`config.mk`:
```
export PLATFORM = sky130hd
export DESIGN_NAME = truecolor_pixel_packer_top
export DESIGN_NICKNAME = d
export VERILOG_FILES = /design/src/rtl/core/tpp_pkg.sv /design/src/rtl/core/tpp_cfg.sv /design/src/rtl/core/tpp_place.sv /design/src/rtl/core/tpp_pack.sv /design/src/rtl/core/tpp_swap.sv /design/src/rtl/core/truecolor_pixel_packer_top.sv
export SDC_FILE = /design/constraint.sdc
export NUM_CORES = 1
export LEC_CHECK = 0
export BUFFER_PORTS_ARGS = -buffer_cell sky130_fd_sc_hd__buf_2
export CAP_MARGIN = 20
export CORE_UTILIZATION = 50
export DETAILED_ROUTE_END_ITERATION = 10
export GPL_TIMING_DRIVEN = 0
export PLACE_DENSITY = 0.76
export SLEW_MARGIN = 25
export SYNTH_ARGS = -nofsm -noshare
export SYNTH_HDL_FRONTEND = slang
export SYNTH_SLANG_ARGS = --single-unit
```
`constraint.sdc`:
```
create_clock -name clk -period 11.2 [get_ports clk]
set_input_delay 1.12 -clock clk [delete_from_list [all_inputs] [get_ports clk]]
set_output_delay 1.12 -clock clk [all_outputs]
set_load 0.02 [all_outputs]
```
`src/rtl/core/tpp_pkg.sv`:
```
package tpp_pkg;

    localparam int CHANNEL_BITS_DEF   = 8;
    localparam int MAX_PIXEL_BITS_DEF = 32;
    localparam int MAX_PIXEL_BITS_HI  = 32;

    // step counter width, large enough for the widest pixel plus a full row pad and a flush
    localparam int CNT_W = $clog2((MAX_PIXEL_BITS_HI + 15) / 8 + 9);

    localparam logic [31:0] RED_MASK_RST   = 32'h00FF_0000;
    localparam logic [31:0] GREEN_MASK_RST = 32'h0000_FF00;
    localparam logic [31:0] BLUE_MASK_RST  = 32'h0000_00FF;
    localparam logic [5:0]  BPP_RST        = 6'd32;
    localparam logic [6:0]  LINE_PAD_RST   = 7'd32;
    localparam logic        SWAP_RST       = 1'b0;

    localparam logic [6:0] LINE_PAD_16 = 7'd16;
    localparam logic [6:0] LINE_PAD_32 = 7'd32;
    localparam logic [6:0] LINE_PAD_64 = 7'd64;

    typedef enum logic [2:0] {
        REG_RED_MASK   = 3'd0,
        REG_GREEN_MASK = 3'd1,
        REG_BLUE_MASK  = 3'd2,
        REG_BPP        = 3'd3,
        REG_LINE_PAD   = 3'd4,
        REG_SWAP       = 3'd5
    } reg_idx_t;

    // lowest run of ones in a channel mask
    typedef struct packed {
        logic       en;
        logic [4:0] shift;
        logic [5:0] bits;
    } field_t;

    typedef struct packed {
        field_t     red;
        field_t     green;
        field_t     blue;
        logic [5:0] pw;
        logic [2:0] align;
        logic       swap;
    } cfg_t;

    typedef struct packed {
        logic row_end;
        logic img;
    } pflag_t;

    typedef struct packed {
        logic             flush;
        logic [7:0]       data;
        logic [CNT_W-1:0] remain;
        logic             img;
    } step_t;

    function automatic field_t decode_mask(input logic [31:0] m);
        field_t      f;
        logic [31:0] s;
        f.en    = |m;
        f.shift = 5'd0;
        f.bits  = 6'd32;
        for (int i = 31; i >= 0; i--) begin
            if (m[i])
            begin
                f.shift = 5'(i);
            end
        end
        s = m >> f.shift;
        for (int i = 31; i >= 0; i--) begin
            if (!s[i])
            begin
                f.bits = 6'(i);
            end
        end
        return f;
    endfunction

    function automatic logic [2:0] pad_align(input logic [6:0] v);
        logic [2:0] a;
        unique case (v)
            LINE_PAD_16: a = 3'b001;
            LINE_PAD_32: a = 3'b011;
            LINE_PAD_64: a = 3'b111;
            default:     a = 3'b000;
        endcase
        return a;
    endfunction

    function automatic logic [7:0] mirror8(input logic [7:0] v);
        logic [7:0] r;
        for (int i = 0; i < 8; i++) begin
            r[7 - i] = v[i];
        end
        return r;
    endfunction

endpackage

```
`src/rtl/core/tpp_cfg.sv`:
```
module tpp_cfg
    import tpp_pkg::*;
#(
    parameter int MAX_PIXEL_BITS = MAX_PIXEL_BITS_DEF
)
(
    input  logic        clk,
    input  logic        rst_n,
    input  logic        cfg_valid,
    output logic        cfg_ready,
    input  logic [2:0]  cfg_index,
    input  logic [31:0] cfg_data,
    output cfg_t        cfg
);

    cfg_t cfg_reg;

    function automatic logic [5:0] clamp_width(input logic [5:0] v);
        logic [5:0] w;
        w = v;
        if (v == 6'd0)
        begin
            w = 6'd1;
        end
        else if (int'(v) > MAX_PIXEL_BITS)
        begin
            w = 6'(MAX_PIXEL_BITS);
        end
        return w;
    endfunction

    assign cfg_ready = 1'b1;
    assign cfg       = cfg_reg;

    // masks are decoded to shift and width as they are written
    always_ff @(posedge clk or negedge rst_n)
    begin
        if (!rst_n)
        begin
            cfg_reg.red   <= decode_mask(RED_MASK_RST);
            cfg_reg.green <= decode_mask(GREEN_MASK_RST);
            cfg_reg.blue  <= decode_mask(BLUE_MASK_RST);
            cfg_reg.pw    <= clamp_width(BPP_RST);
            cfg_reg.align <= pad_align(LINE_PAD_RST);
            cfg_reg.swap  <= SWAP_RST;
        end
        else if (cfg_valid)
        begin
            unique case (cfg_index)
                REG_RED_MASK:   cfg_reg.red   <= decode_mask(cfg_data);
                REG_GREEN_MASK: cfg_reg.green <= decode_mask(cfg_data);
                REG_BLUE_MASK:  cfg_reg.blue  <= decode_mask(cfg_data);
                REG_BPP:        cfg_reg.pw    <= clamp_width(cfg_data[5:0]);
                REG_LINE_PAD:   cfg_reg.align <= pad_align(cfg_data[6:0]);
                REG_SWAP:       cfg_reg.swap  <= cfg_data[0];
                default:        ;
            endcase
        end
    end

endmodule

```
`src/rtl/core/tpp_place.sv`:
```
module tpp_place
    import tpp_pkg::*;
#(
    parameter int CHANNEL_BITS   = CHANNEL_BITS_DEF,
    parameter int MAX_PIXEL_BITS = MAX_PIXEL_BITS_DEF
)
(
    input  logic                      clk,
    input  logic                      rst_n,
    input  cfg_t                      cfg,
    input  logic                      in_valid,
    output logic                      in_ready,
    input  logic [CHANNEL_BITS-1:0]   red,
    input  logic [CHANNEL_BITS-1:0]   green,
    input  logic [CHANNEL_BITS-1:0]   blue,
    input  pflag_t                    in_flags,
    output logic                      pix_valid,
    output logic [MAX_PIXEL_BITS-1:0] pix,
    output pflag_t                    pix_flags,
    input  logic                      pix_take
);

    logic                      pix_valid_reg;
    logic [MAX_PIXEL_BITS-1:0] pix_reg;
    pflag_t                    flags_reg;
    logic [31:0]               placed;

    function automatic logic [31:0] place(input field_t f, input logic [CHANNEL_BITS-1:0] c);
        logic [31:0] ext;
        logic [31:0] v;
        ext = 32'(c);
        if (f.bits <= 6'(CHANNEL_BITS))
        begin
            v = ext >> (6'(CHANNEL_BITS) - f.bits);
        end
        else
        begin
            v = ext << (f.bits - 6'(CHANNEL_BITS));
        end
        v = v << f.shift;
        if (!f.en)
        begin
            v = '0;
        end
        return v;
    endfunction

    assign placed    = place(cfg.red, red) | place(cfg.green, green) | place(cfg.blue, blue);
    assign in_ready  = !pix_valid_reg || pix_take;
    assign pix_valid = pix_valid_reg;
    assign pix       = pix_reg;
    assign pix_flags = flags_reg;

    always_ff @(posedge clk or negedge rst_n)
    begin
        if (!rst_n)
        begin
            pix_valid_reg <= 1'b0;
        end
        else if (in_valid && in_ready)
        begin
            pix_valid_reg <= 1'b1;
        end
        else if (pix_take)
        begin
            pix_valid_reg <= 1'b0;
        end
    end

    always_ff @(posedge clk)
    begin
        if (in_valid && in_ready)
        begin
            pix_reg   <= placed[MAX_PIXEL_BITS-1:0];
            flags_reg <= in_flags;
        end
    end

endmodule

```
`src/rtl/core/tpp_pack.sv`:
```
module tpp_pack
    import tpp_pkg::*;
#(
    parameter int MAX_PIXEL_BITS = MAX_PIXEL_BITS_DEF
)
(
    input  logic                      clk,
    input  logic                      rst_n,
    input  cfg_t                      cfg,
    input  logic                      pix_valid,
    input  logic [MAX_PIXEL_BITS-1:0] pix,
    input  pflag_t                    pix_flags,
    output logic                      pix_take,
    output logic                      step_valid,
    output step_t                     step,
    input  logic                      step_ready
);

    localparam int NBY   = (MAX_PIXEL_BITS + 15) / 8;
    localparam int AW    = 8 * NBY;
    localparam int IDX_W = $clog2(NBY);
    localparam int SH_W  = $clog2(AW + 1);

    logic [2:0]       bo_reg;
    logic [7:0]       partial_reg;
    logic [2:0]       rbp_reg;
    logic             gen_valid_reg;
    logic [CNT_W-1:0] gen_j_reg;
    logic [CNT_W-1:0] gen_d_reg;
    logic [CNT_W-1:0] gen_n_reg;
    logic [CNT_W-1:0] gen_total_reg;
    logic             gen_img_reg;
    logic [7:0]       gen_bytes_reg [NBY];

    logic [5:0]       t_sum;
    logic [2:0]       nfull;
    logic [2:0]       rem;
    logic [AW-1:0]    aligned;
    logic [AW-1:0]    acc;
    logic [7:0]       acc_bytes [NBY];
    logic             end_any;
    logic             flush;
    logic [CNT_W-1:0] d_cnt;
    logic [2:0]       psum;
    logic [2:0]       pad;
    logic [CNT_W-1:0] n_cnt;
    logic [CNT_W-1:0] total;
    logic             last_step;
    logic             gen_free;

    // old partial bits first, then the pixel msb first
    assign t_sum   = {3'b000, bo_reg} + cfg.pw;
    assign nfull   = t_sum[5:3];
    assign rem     = t_sum[2:0];
    assign aligned = {{(AW - MAX_PIXEL_BITS){1'b0}}, pix} << (SH_W'(AW) - SH_W'(cfg.pw));
    assign acc     = (aligned >> bo_reg) | {partial_reg, {(AW - 8){1'b0}}};

    always_comb
    begin
        for (int i = 0; i < NBY; i++) begin
            acc_bytes[i] = acc[AW - 1 - 8 * i -: 8];
        end
    end

    assign end_any = pix_flags.row_end || pix_flags.img;
    assign flush   = end_any && (rem != 3'd0);
    assign d_cnt   = CNT_W'(nfull) + CNT_W'(flush);
    assign psum    = rbp_reg + d_cnt[2:0];
    assign pad     = (pix_flags.row_end && !pix_flags.img) ? ((3'd0 - psum) & cfg.align) : 3'd0;
    assign n_cnt   = d_cnt + CNT_W'(pad);
    assign total   = n_cnt + CNT_W'(pix_flags.img);

    assign last_step   = gen_j_reg == (gen_total_reg - CNT_W'(1));
    assign step_valid  = gen_valid_reg;
    assign step.flush  = gen_img_reg && (gen_j_reg == gen_n_reg);
    assign step.data   = (gen_j_reg < gen_d_reg) ? gen_bytes_reg[gen_j_reg[IDX_W-1:0]] : 8'h00;
    assign step.remain = gen_n_reg - gen_j_reg - CNT_W'(1);
    assign step.img    = gen_img_reg;

    assign gen_free = !gen_valid_reg || (step_ready && last_step);
    assign pix_take = pix_valid && gen_free;

    always_ff @(posedge clk or negedge rst_n)
    begin
        if (!rst_n)
        begin
            bo_reg        <= 3'd0;
            partial_reg   <= 8'h00;
            rbp_reg       <= 3'd0;
            gen_valid_reg <= 1'b0;
            gen_j_reg     <= '0;
            gen_d_reg     <= '0;
            gen_n_reg     <= '0;
            gen_total_reg <= '0;
            gen_img_reg   <= 1'b0;
        end
        else if (pix_take)
        begin
            bo_reg        <= end_any ? 3'd0 : rem;
            partial_reg   <= end_any ? 8'h00 : acc_bytes[nfull[IDX_W-1:0]];
            rbp_reg       <= end_any ? 3'd0 : psum;
            gen_valid_reg <= total != '0;
            gen_j_reg     <= '0;
            gen_d_reg     <= d_cnt;
            gen_n_reg     <= n_cnt;
            gen_total_reg <= total;
            gen_img_reg   <= pix_flags.img;
        end
        else if (gen_valid_reg && step_ready)
        begin
            if (last_step)
            begin
                gen_valid_reg <= 1'b0;
            end
            else
            begin
                gen_j_reg <= gen_j_reg + CNT_W'(1);
            end
        end
    end

    always_ff @(posedge clk)
    begin
        if (pix_take)
        begin
            gen_bytes_reg <= acc_bytes;
        end
    end

endmodule

```
`src/rtl/core/tpp_swap.sv`:
```
module tpp_swap
    import tpp_pkg::*;
(
    input  logic       clk,
    input  logic       rst_n,
    input  cfg_t       cfg,
    input  logic       step_valid,
    input  step_t      step,
    output logic       step_ready,
    output logic       m_tvalid,
    input  logic       m_tready,
    output logic [7:0] m_tdata,
    output logic       m_tlast
);

    logic [1:0] phase_reg;
    logic [7:0] hold_reg [3];
    logic [7:0] drain_reg [3];
    logic [1:0] drain_cnt_reg;
    logic       drain_last_reg;
    logic       out_valid_reg;
    logic [7:0] out_data_reg;
    logic       out_last_reg;

    logic [2:0] grp;
    logic       mirror;
    logic [7:0] b;
    logic       complete;
    logic       is_last;
    logic       out_free;
    logic       drain_empty;
    logic       pop;
    logic       take;
    logic       group_out;
    logic       load_drain;
    logic [7:0] rev [3];

    always_comb
    begin
        grp = 3'd1;
        if (cfg.swap)
        begin
            if (cfg.pw == 6'd32)
            begin
                grp = 3'd4;
            end
            else if (cfg.pw == 6'd24)
            begin
                grp = 3'd3;
            end
            else if (cfg.pw == 6'd16)
            begin
                grp = 3'd2;
            end
        end
    end

    assign mirror   = cfg.swap && (cfg.pw == 6'd1);
    assign b        = mirror ? mirror8(step.data) : step.data;
    assign complete = ({1'b0, phase_reg} + 3'd1) >= grp;
    // no later group closes inside this pixel and no held bytes follow at image end
    assign is_last  = (step.remain < CNT_W'(grp)) && !(step.img && (step.remain != '0));

    assign out_free    = !out_valid_reg || m_tready;
    assign drain_empty = drain_cnt_reg == 2'd0;
    assign pop         = !drain_empty && out_free;

    always_comb
    begin
        if (step.flush)
        begin
            step_ready = drain_empty;
        end
        else if (complete)
        begin
            step_ready = drain_empty && out_free;
        end
        else
        begin
            step_ready = 1'b1;
        end
    end

    assign take       = step_valid && step_ready;
    assign group_out  = take && !step.flush && complete;
    assign load_drain = take && (step.flush || complete);

    // held bytes in reverse order for a closing group
    always_comb
    begin
        rev = hold_reg;
        case (phase_reg)
            2'd1:
            begin
                rev[0] = hold_reg[0];
            end
            2'd2:
            begin
                rev[0] = hold_reg[1];
                rev[1] = hold_reg[0];
            end
            2'd3:
            begin
                rev[0] = hold_reg[2];
                rev[1] = hold_reg[1];
                rev[2] = hold_reg[0];
            end
            default:
            begin
                rev = hold_reg;
            end
        endcase
    end

    assign m_tvalid = out_valid_reg;
    assign m_tdata  = out_data_reg;
    assign m_tlast  = out_last_reg;

    always_ff @(posedge clk or negedge rst_n)
    begin
        if (!rst_n)
        begin
            phase_reg      <= 2'd0;
            drain_cnt_reg  <= 2'd0;
            drain_last_reg <= 1'b0;
            out_valid_reg  <= 1'b0;
        end
        else
        begin
            if (take)
            begin
                phase_reg <= (step.flush || complete) ? 2'd0 : phase_reg + 2'd1;
            end
            if (load_drain)
            begin
                drain_cnt_reg  <= phase_reg;
                drain_last_reg <= step.flush ? 1'b1 : is_last;
            end
            else if (pop)
            begin
                drain_cnt_reg <= drain_cnt_reg - 2'd1;
            end
            if (out_free)
            begin
                out_valid_reg <= pop || group_out;
            end
        end
    end

    always_ff @(posedge clk)
    begin
        if (take && !step.flush && !complete)
        begin
            hold_reg[phase_reg] <= b;
        end
        if (load_drain)
        begin
            drain_reg <= step.flush ? hold_reg : rev;
        end
        else if (pop)
        begin
            drain_reg[0] <= drain_reg[1];
            drain_reg[1] <= drain_reg[2];
        end
        if (out_free)
        begin
            if (pop)
            begin
                out_data_reg <= drain_reg[0];
                out_last_reg <= drain_last_reg && (drain_cnt_reg == 2'd1);
            end
            else
            begin
                out_data_reg <= b;
                out_last_reg <= is_last && (phase_reg == 2'd0);
            end
        end
    end

endmodule

```
`src/rtl/core/truecolor_pixel_packer_top.sv`:
```
// a pixel's first output byte passes through the place register, the pack step registers and
//   the output register; bytes held for swap wait until their group closes
// throughput: one output byte per cycle while m_tready is high; a pixel gives one step per
//   byte it produces (4 at 32 bpp); image end adds a flush step; a closed group drains up to 3
//   held bytes; the byte-wide output register and the byte step counter set that rate
// reset: rst_n clears all control state and loads the default register values
module truecolor_pixel_packer_top
    import tpp_pkg::*;
#(
    parameter int CHANNEL_BITS   = CHANNEL_BITS_DEF,
    parameter int MAX_PIXEL_BITS = MAX_PIXEL_BITS_DEF
)
(
    input  logic                                clk,
    input  logic                                rst_n,
    input  logic                                s_tvalid,
    output logic                                s_tready,
    // red, green, blue from the lowest bit up, zero filled to bytes
    input  logic [((3*CHANNEL_BITS+7)/8)*8-1:0] s_tdata,
    // image_end
    input  logic                                s_tuser,
    input  logic                                s_tlast,
    output logic                                m_tvalid,
    input  logic                                m_tready,
    // out_byte
    output logic [7:0]                          m_tdata,
    output logic                                m_tlast,
    input  logic                                cfg_valid,
    output logic                                cfg_ready,
    input  logic [2:0]                          cfg_index,
    input  logic [31:0]                         cfg_data
);

    cfg_t                      cfg;
    pflag_t                    in_flags;
    logic                      pix_valid;
    logic [MAX_PIXEL_BITS-1:0] pix;
    pflag_t                    pix_flags;
    logic                      pix_take;
    logic                      step_valid;
    step_t                     step;
    logic                      step_ready;

    assign in_flags.row_end = s_tlast;
    assign in_flags.img     = s_tuser;

    tpp_cfg #(
        .MAX_PIXEL_BITS (MAX_PIXEL_BITS)
    ) u_cfg (
        .clk       (clk),
        .rst_n     (rst_n),
        .cfg_valid (cfg_valid),
        .cfg_ready (cfg_ready),
        .cfg_index (cfg_index),
        .cfg_data  (cfg_data),
        .cfg       (cfg)
    );

    tpp_place #(
        .CHANNEL_BITS   (CHANNEL_BITS),
        .MAX_PIXEL_BITS (MAX_PIXEL_BITS)
    ) u_place (
        .clk       (clk),
        .rst_n     (rst_n),
        .cfg       (cfg),
        .in_valid  (s_tvalid),
        .in_ready  (s_tready),
        .red       (s_tdata[CHANNEL_BITS-1:0]),
        .green     (s_tdata[2*CHANNEL_BITS-1:CHANNEL_BITS]),
        .blue      (s_tdata[3*CHANNEL_BITS-1:2*CHANNEL_BITS]),
        .in_flags  (in_flags),
        .pix_valid (pix_valid),
        .pix       (pix),
        .pix_flags (pix_flags),
        .pix_take  (pix_take)
    );

    tpp_pack #(
        .MAX_PIXEL_BITS (MAX_PIXEL_BITS)
    ) u_pack (
        .clk        (clk),
        .rst_n      (rst_n),
        .cfg        (cfg),
        .pix_valid  (pix_valid),
        .pix        (pix),
        .pix_flags  (pix_flags),
        .pix_take   (pix_take),
        .step_valid (step_valid),
        .step       (step),
        .step_ready (step_ready)
    );

    tpp_swap u_swap (
        .clk        (clk),
        .rst_n      (rst_n),
        .cfg        (cfg),
        .step_valid (step_valid),
        .step       (step),
        .step_ready (step_ready),
        .m_tvalid   (m_tvalid),
        .m_tready   (m_tready),
        .m_tdata    (m_tdata),
        .m_tlast    (m_tlast)
    );

endmodule
```
-- After elaboration in Yosys (flattened, before gate mapping)
Index checks and enable logic that the tools add are counted.
- bits in registers: 216
- input port bits: 66
- logic and storage cells: 349
- output and inout port bits: 12
- $lt $le $gt $ge: 11
- reductions and logical operators: 53
- multiplexer cells: 184
- bitwise operators: 7
- add/subtract/negate cells: 20
- equal/unequal tests: 18
- shifts and indexed selects: 14
- operators with widths (kind ; count):
    $mux W6 ; 98
    $mux W32 ; 6
    $mux W5 ; 38
    $shl A32 B5 Y32 ; 3
    $shl A8 B6 Y32 ; 3
    $shr A32 B5 Y32 ; 3
    $shr A8 B6 Y32 ; 3
    $mux W8 ; 11
    $or A32 B32 Y32 ; 2
    $bmux W8 S3 ; 2
    $or A40 B40 Y40 ; 1
    $shl A32 B6 Y40 ; 1
    $shr A40 B3 Y40 ; 1
    $mux W16 ; 2
    $reduce_or A32 Y1 ; 1
    $bwmux W24 ; 1
    $mux W24 ; 1
    $logic_and A1 B1 Y1 ; 19
    $le A6 B4 Y1 const B ; 3
    $mux W3 ; 6
    $sub A4 B6 Y6 const A ; 3
    $sub A6 B4 Y6 const B ; 3
    $demux W8 S2 ; 1
    $pmux W8 S2 ; 1
    other kinds (49) ; 94

-- Longest topological paths before layout
- depth in word-level cells: 67
- gate-level depth with buffers: 21
- gate-level depth less buffers: 19

-- Cells and area by module
From an unflattened synthesis, not the netlist that was laid out.
- cell total of the unflattened synthesis: 3421
- area, all modules: 28275.9 sq um
- modules (own cells, without submodules) (module ; cells an instance ; times used ; area each (sq um) ; seq. area each (sq um)):
    tpp_place ; 1611 ; 1 ; 11468.5 ; 1046.0
    tpp_pack ; 903 ; 1 ; 8558.2 ; 2001.9
    tpp_cfg ; 683 ; 1 ; 5091.1 ; 1164.9
    tpp_swap ; 224 ; 1 ; 3158.0 ; 1861.8

-- Worst setup path before layout
Ideal clock, no wire load.
- path kind: reg-to-reg
- start point: register u_cfg.cfg_reg (netlist bit u_cfg.cfg[4])
- end point: register u_pack.gen_bytes_reg[0] (netlist name), enable pin
- required time: 10.780 ns
- stages on the path, launching flop included: 19
- buffers on the path: 4
- period minus slack after synthesis: 5.169 ns
- path slack: 6.031 ns
- library setup time: 0.420 ns
- arrival: 4.750 ns
- cell sequence: dfrtp_1 > buf_1 > clkbuf_1 > inv_1 > ha_1 > nand3_1 > o21ai_0 > inv_1 > ha_1 > nand2b_1 > a21oi_1 > inv_1 > a21oi_1 > a22o_1 > a21boi_0 > nand2b_1 > clkbuf_1 > inv_1 > clkbuf_1
- cells in the longest elaborated chain, start to end: 11
- elaborated cells on any way between the ends: 13
- classes of those cells: order compare: 1; eq/ne: 3; mux: 6; reduce/logical: 3
- RTL lines (element ; RTL line ; RTL):
    start: declaration ; tpp_cfg.sv:16 ; cfg_t cfg_reg;
    $eq A6 B5 Y1 ; tpp_swap.sv:51 ; else if (cfg.pw == 6'd16)
    $mux W2 ; tpp_swap.sv:51 ;
    $mux W3 ; tpp_swap.sv:47 ; else if (cfg.pw == 6'd24)
    $mux W3 (*) ; tpp_swap.sv:43 ; if (cfg.pw == 6'd32)
    $mux W3 (*) ; tpp_swap.sv:41 ; if (cfg.swap)
    $ge A3 B3 Y1 (*) ; tpp_swap.sv:60 ; assign complete = ({1'b0, phase_reg} + 3'd1) >= grp;
    $mux W1 (*) ; tpp_swap.sv:74 ; else if (complete)
    $mux W1 (*) ; tpp_swap.sv:70 ; if (step.flush)
    $logic_and A1 B1 Y1 (*) ; tpp_pack.sv:80 ; assign gen_free = !gen_valid_reg || (step_ready && last_step);
    $logic_or A1 B1 Y1 (*) ; tpp_pack.sv:80 ;
    $logic_and A1 B1 Y1 (*) ; tpp_pack.sv:81 ; assign pix_take = pix_valid && gen_free;
    net pix_take ; truecolor_pixel_packer_top.sv:39 ; logic pix_take;
    end signal: assignment ; tpp_pack.sv:126 ; gen_bytes_reg <= acc_bytes;
    end: declaration ; tpp_pack.sv:33 ; logic [7:0] gen_bytes_reg [NBY];
The timed path passes the listed nets; every way through them passes the cells marked *.
A chain may end at the register's enable or synchronous reset.

-- Final worst setup path
- start point: register u_cfg.cfg_reg (netlist bit u_cfg.cfg[4])
- end point: register u_pack.partial_reg[4]
- cells in the longest elaborated chain, start to end: 11
- elaborated cells on any way between the ends: 23
- classes of those cells: add/sub: 2; order compare: 1; eq/ne: 3; shift: 2; mux: 10; bitwise: 2; reduce/logical: 3
- RTL lines (element ; RTL line ; RTL):
    parallel branches: the longest is 11 deep, another holds $sub A6 B6 Y6 ; - ;
    end signal: assignment ; tpp_pack.sv:100 ; partial_reg <= end_any ? 8'h00 : acc_bytes[nfull[IDX_W-1:0]];
    end: declaration ; tpp_pack.sv:25 ; logic [7:0] partial_reg;
Parallel ways; which one is timed is not known. The select of a mux whose other input is x is not followed.

==> impl_metrics.csv <==
group,metric,value,unit
sta,fmax,158,MHz
sta,post-route-min-period,6340,ps
sta,tightest_slew,1050,ps
run_status,violations,"DRC",
clock_tree,htree_num_levels,1,
critical_path,critical_path.startpoint_type,"flip-flop",
global_routing,antenna_found_initial,0,
layout,max_reg_flops,46,
detailed_routing,dr.first_iter.drc_count,3402,
detailed_routing,drc,2,
sta,hold_violation_total_from_the_final_report,0,
synth,postSynthCellCount,2886,
synth,synth.ff_latch_count,216,
synth,post_synth_main_area_contributors,"sky130_fd_sc_hd__edfxtp_1 (16%), sky130_fd_sc_hd__mux2i_1 (9.9%), sky130_fd_sc_hd__dfrtp_1 (7.8%), sky130_fd_sc_hd__mux4_2 (6.9%), sky130_fd_sc_hd__nand2_1 (6.1%)",
die,boundaryPins,78,
run_status,run_status,"finished with violations",
clock_tree,post_cts_resize_count,0,
synth,synth_largest_type_area_fraction,0.165,
critical_path,required,11650,ps
die,initial_util,0.509,
global_routing,vias_in_the_first_global_route,22900,
die,core.rowCount,79,
synth,net_count_synth,3001,
clock_tree,cts_sink_count,216,
clock_tree,cts_buffers,26,
sta,setup_ws,4860,ps
layout,area.growth.synth_to_final,8.70,%
die,coreArea,46900,µm²
critical_path,arrival,6790,ps
global_routing,grt_first_pass_wirelength,130000,µm
detailed_routing,routedWlPerCell,23.3,µm
synth,synth.yosys.warnings,0,
synth,synth_sequential_area_ratio,0.255,
critical_path,most_frequent_cell_on_the_critical_path,"sky130_fd_sc_hd__inv_1",
placed_design,detailedPlace.worstSlack,5000,ps
layout,drive_above_1_share,0.131,
critical_path,worst-path-max-fanout,10,
clock_tree,clk_pin_slew_worst_paths,70,ps
global_routing,largest_net_degree_at_the_start_of_global_routing,72,
sta,timing_max_transition_violations_final,0,
detailed_routing,detail_route.wirelength,84200,µm
detailed_routing,antenna_violating_nets_post_route,0,
detailed_routing,route.vias.total,24500,
synth,number_of_flops_mapped_to_enable_cells_by_yosys,131,
sta,setup_viol_count_final,0,
clock_tree,clockRootBuffer,"sky130_fd_sc_hd__clkbuf_16",
critical_path,cp_cell_sequence,"buf_1 > clkbuf_1 > inv_1 > ha_1 > nand3_1 > o21ai_0 > inv_1 > ha_1 > nand2b_1 > a21oi_1 > inv_1 > a21oi_1 > a22o_1 > a21boi_0 > nand2b_1 > clkbuf_1 > nor3_1 > nand3b_1 > or3_1 > o211ai_1",
die,die_h,220,µm
critical_path,critPathKind,"reg -> reg",
placed_design,port_buffers,67,
placed_design,place_congestion,0.950,
critical_path,crit_path_from,"u_cfg.cfg[4]$_DFFE_PN0P_",
sta,post-route-period-util,0.566,
synth,synth_area_leader_cell,"sky130_fd_sc_hd__edfxtp_1",
placed_design,hpwl,66600,µm
power,vdd.ir_drop.worst,167,µV
detailed_routing,mean_number_of_vias_per_cell,6.79,
clock_tree,cts_tree,"built",
critical_path,cpPeakStageDelay,730,ps
detailed_routing,drt-pass1-iter-count,9,
power,pwr_density_cell,218,nW/µm²
hold_path,min_path_type,"in -> async",
clock_tree,cts_hold_buf,0,
clock_tree,insertion_delay,570,ps
sta,totalNegativeSetupSlack,0,ps
die,die_area,48600,µm²
layout,num-nets-final,3099,
layout,antenna_diode_count,0,
die,die_w,220,µm
sta,finalClockSkew,22.3,ps
synth,synth_async_sr_flop_share,0.394,
synth,yosys.cell_types.count,109,
clock_tree,cts_max_path_buffers,3,
sta,grt_setup_unrepaired,"no",
global_routing,globalRoute.totalOverflow,0,
power,total_leakage_power,10.2,nW
synth,ys.flop_type,"sky130_fd_sc_hd__edfxtp_1",
clock_tree,cts_setup_buffers,0,
critical_path,critical-path-slowest-cell,"sky130_fd_sc_hd__nor3_1",
synth,synth.cell_area,23900,µm²
synth,avgSynthCellArea,8.27,µm²
job,maxCapViolations,0,
critical_path,setup.worst_path.end_class,"flip-flop",
sta,slew_headroom,0.301,
critical_path,crit-reg2reg-launch,"u_cfg.cfg[4]$_DFFE_PN0P_",
global_routing,grt_util_all_layers,0.339,
[cell usage after synthesis, drive strengths merged, types with 14 or more instances]
library cell	instances
mux4	73
a211oi	43
dfrtp	74
o21ai	229
mux2i	235
edfxtp	131
nor4	16
nand3	95
o21a	18
a221oi	20
clkbuf	173
xnor2	22
o31ai	19
a22oi	38
o211ai	36
a21o	32
nor3	60
nor2b	26
or3	19
and3	22
nand2	387
nor2	241
o22ai	54
a31oi	48
inv	85
ha	45
mux2	103
nand4	23
nand2b	31
or2	14
buf	53
a21oi	142
and2	44
[layer usage]
metal / track usage / wire length, µm / up-vias
li1: - / - / 11100
met1: 0.464 / 35300 / 11900
met2: 0.551 / 38900 / 1346
met3: 0.0368 / 6530 / 244
met4: 0.127 / 3500 / 0
met5: 0 / 0 / -
[area by class of cell]
type | count | area, µm²
fillers | 4381 | 20900
multi-input cells | 2352 | 16500
flip-flops and latches | 216 | 6070
plain buffers | 226 | 928
well taps | 607 | 759
clock buffers | 33 | 717
repair buffers | 70 | 409
inverters | 92 | 345
clock inverters | 15 | 188
[cells by family after synthesis]
group                    count (synthesis)  synth area share
AO/OA/AOI/OAI                          843             0.238
XOR/XNOR                                33            0.0121
adder cells (fa/ha/maj)                 50            0.0274
buffers and inverters                  318            0.0533
flip-flops                             216             0.255
multiplexers                           411             0.216
other                                    1          0.000157
AND/OR/NAND/NOR                       1014             0.198
[cell usage in the layout (no fill, tap or decap), drive strengths merged, types with 31 or more instances in the layout]
| cell type | instances |
|---|---|
| a211oi | 43 |
| a21o | 32 |
| a21oi | 142 |
| a22oi | 38 |
| a31oi | 48 |
| and2 | 44 |
| buf | 123 |
| clkbuf | 206 |
| dfrtp | 74 |
| edfxtp | 131 |
| ha | 45 |
| inv | 91 |
| mux2 | 103 |
| mux2i | 235 |
| mux4 | 73 |
| nand2 | 387 |
| nand2b | 31 |
| nand3 | 95 |
| nor2 | 241 |
| nor3 | 60 |
| o211ai | 36 |
| o21ai | 229 |
| o22ai | 54 |
[through the flow]
step | std cells | area [µm²] | util | hold WS [ps] | total power (W)
2_1_floorplan | 2886 | 23900 | - | 440 | 0.00371
3_3_place_gp | 3560 | 25000 | 0.533 | 460 | 0.00458
3_5_place_dp | 3563 | 25000 | 0.534 | 470 | 0.00467
4_1_cts | 3611 | 25900 | 0.554 | 393 | 0.00558
5_1_grt | 3611 | 25900 | 0.554 | 407 | 0.00598
6_report | 3611 | 25900 | 0.554 | 410 | 0.00565
[where the power goes]
group          switching (W)  internal [W]
clock network       0.000369      0.000529
logic                0.00212       0.00119
registers           0.000151       0.00129
total                0.00264       0.00301
[path summary, 6_finish.rpt]
path | endpoint | slack [ps] | depth (start not counted)
setup / recovery | u_pack.partial_reg[4]$_DFFE_PN0P_ | 4860 | 20
hold / removal | u_cfg.cfg[24]$_DFFE_PN0P_ | 410 | 1
setup reg to reg | u_pack.partial_reg[4]$_DFFE_PN0P_ | 4860 | 20
hold reg to reg | u_cfg.cfg[2]$_DFFE_PN1P_ | 480 | 2
max in group asynchronous | u_cfg.cfg[2]$_DFFE_PN1P_ | 10110 | 2
min in group clk | u_cfg.cfg[2]$_DFFE_PN1P_ | 480 | 2
[critical path: cells and delay by family (launching register included)]
family / cells / cell delay [ps]
AOI/OAI and AO/OA: 6 / 1180
adders and majority gates: 2 / 590
DFF: 1 / 500
and+or+nand+nor: 6 / 2160
buffers and inverters: 6 / 1790
Power figures use the tool's default switching activity.
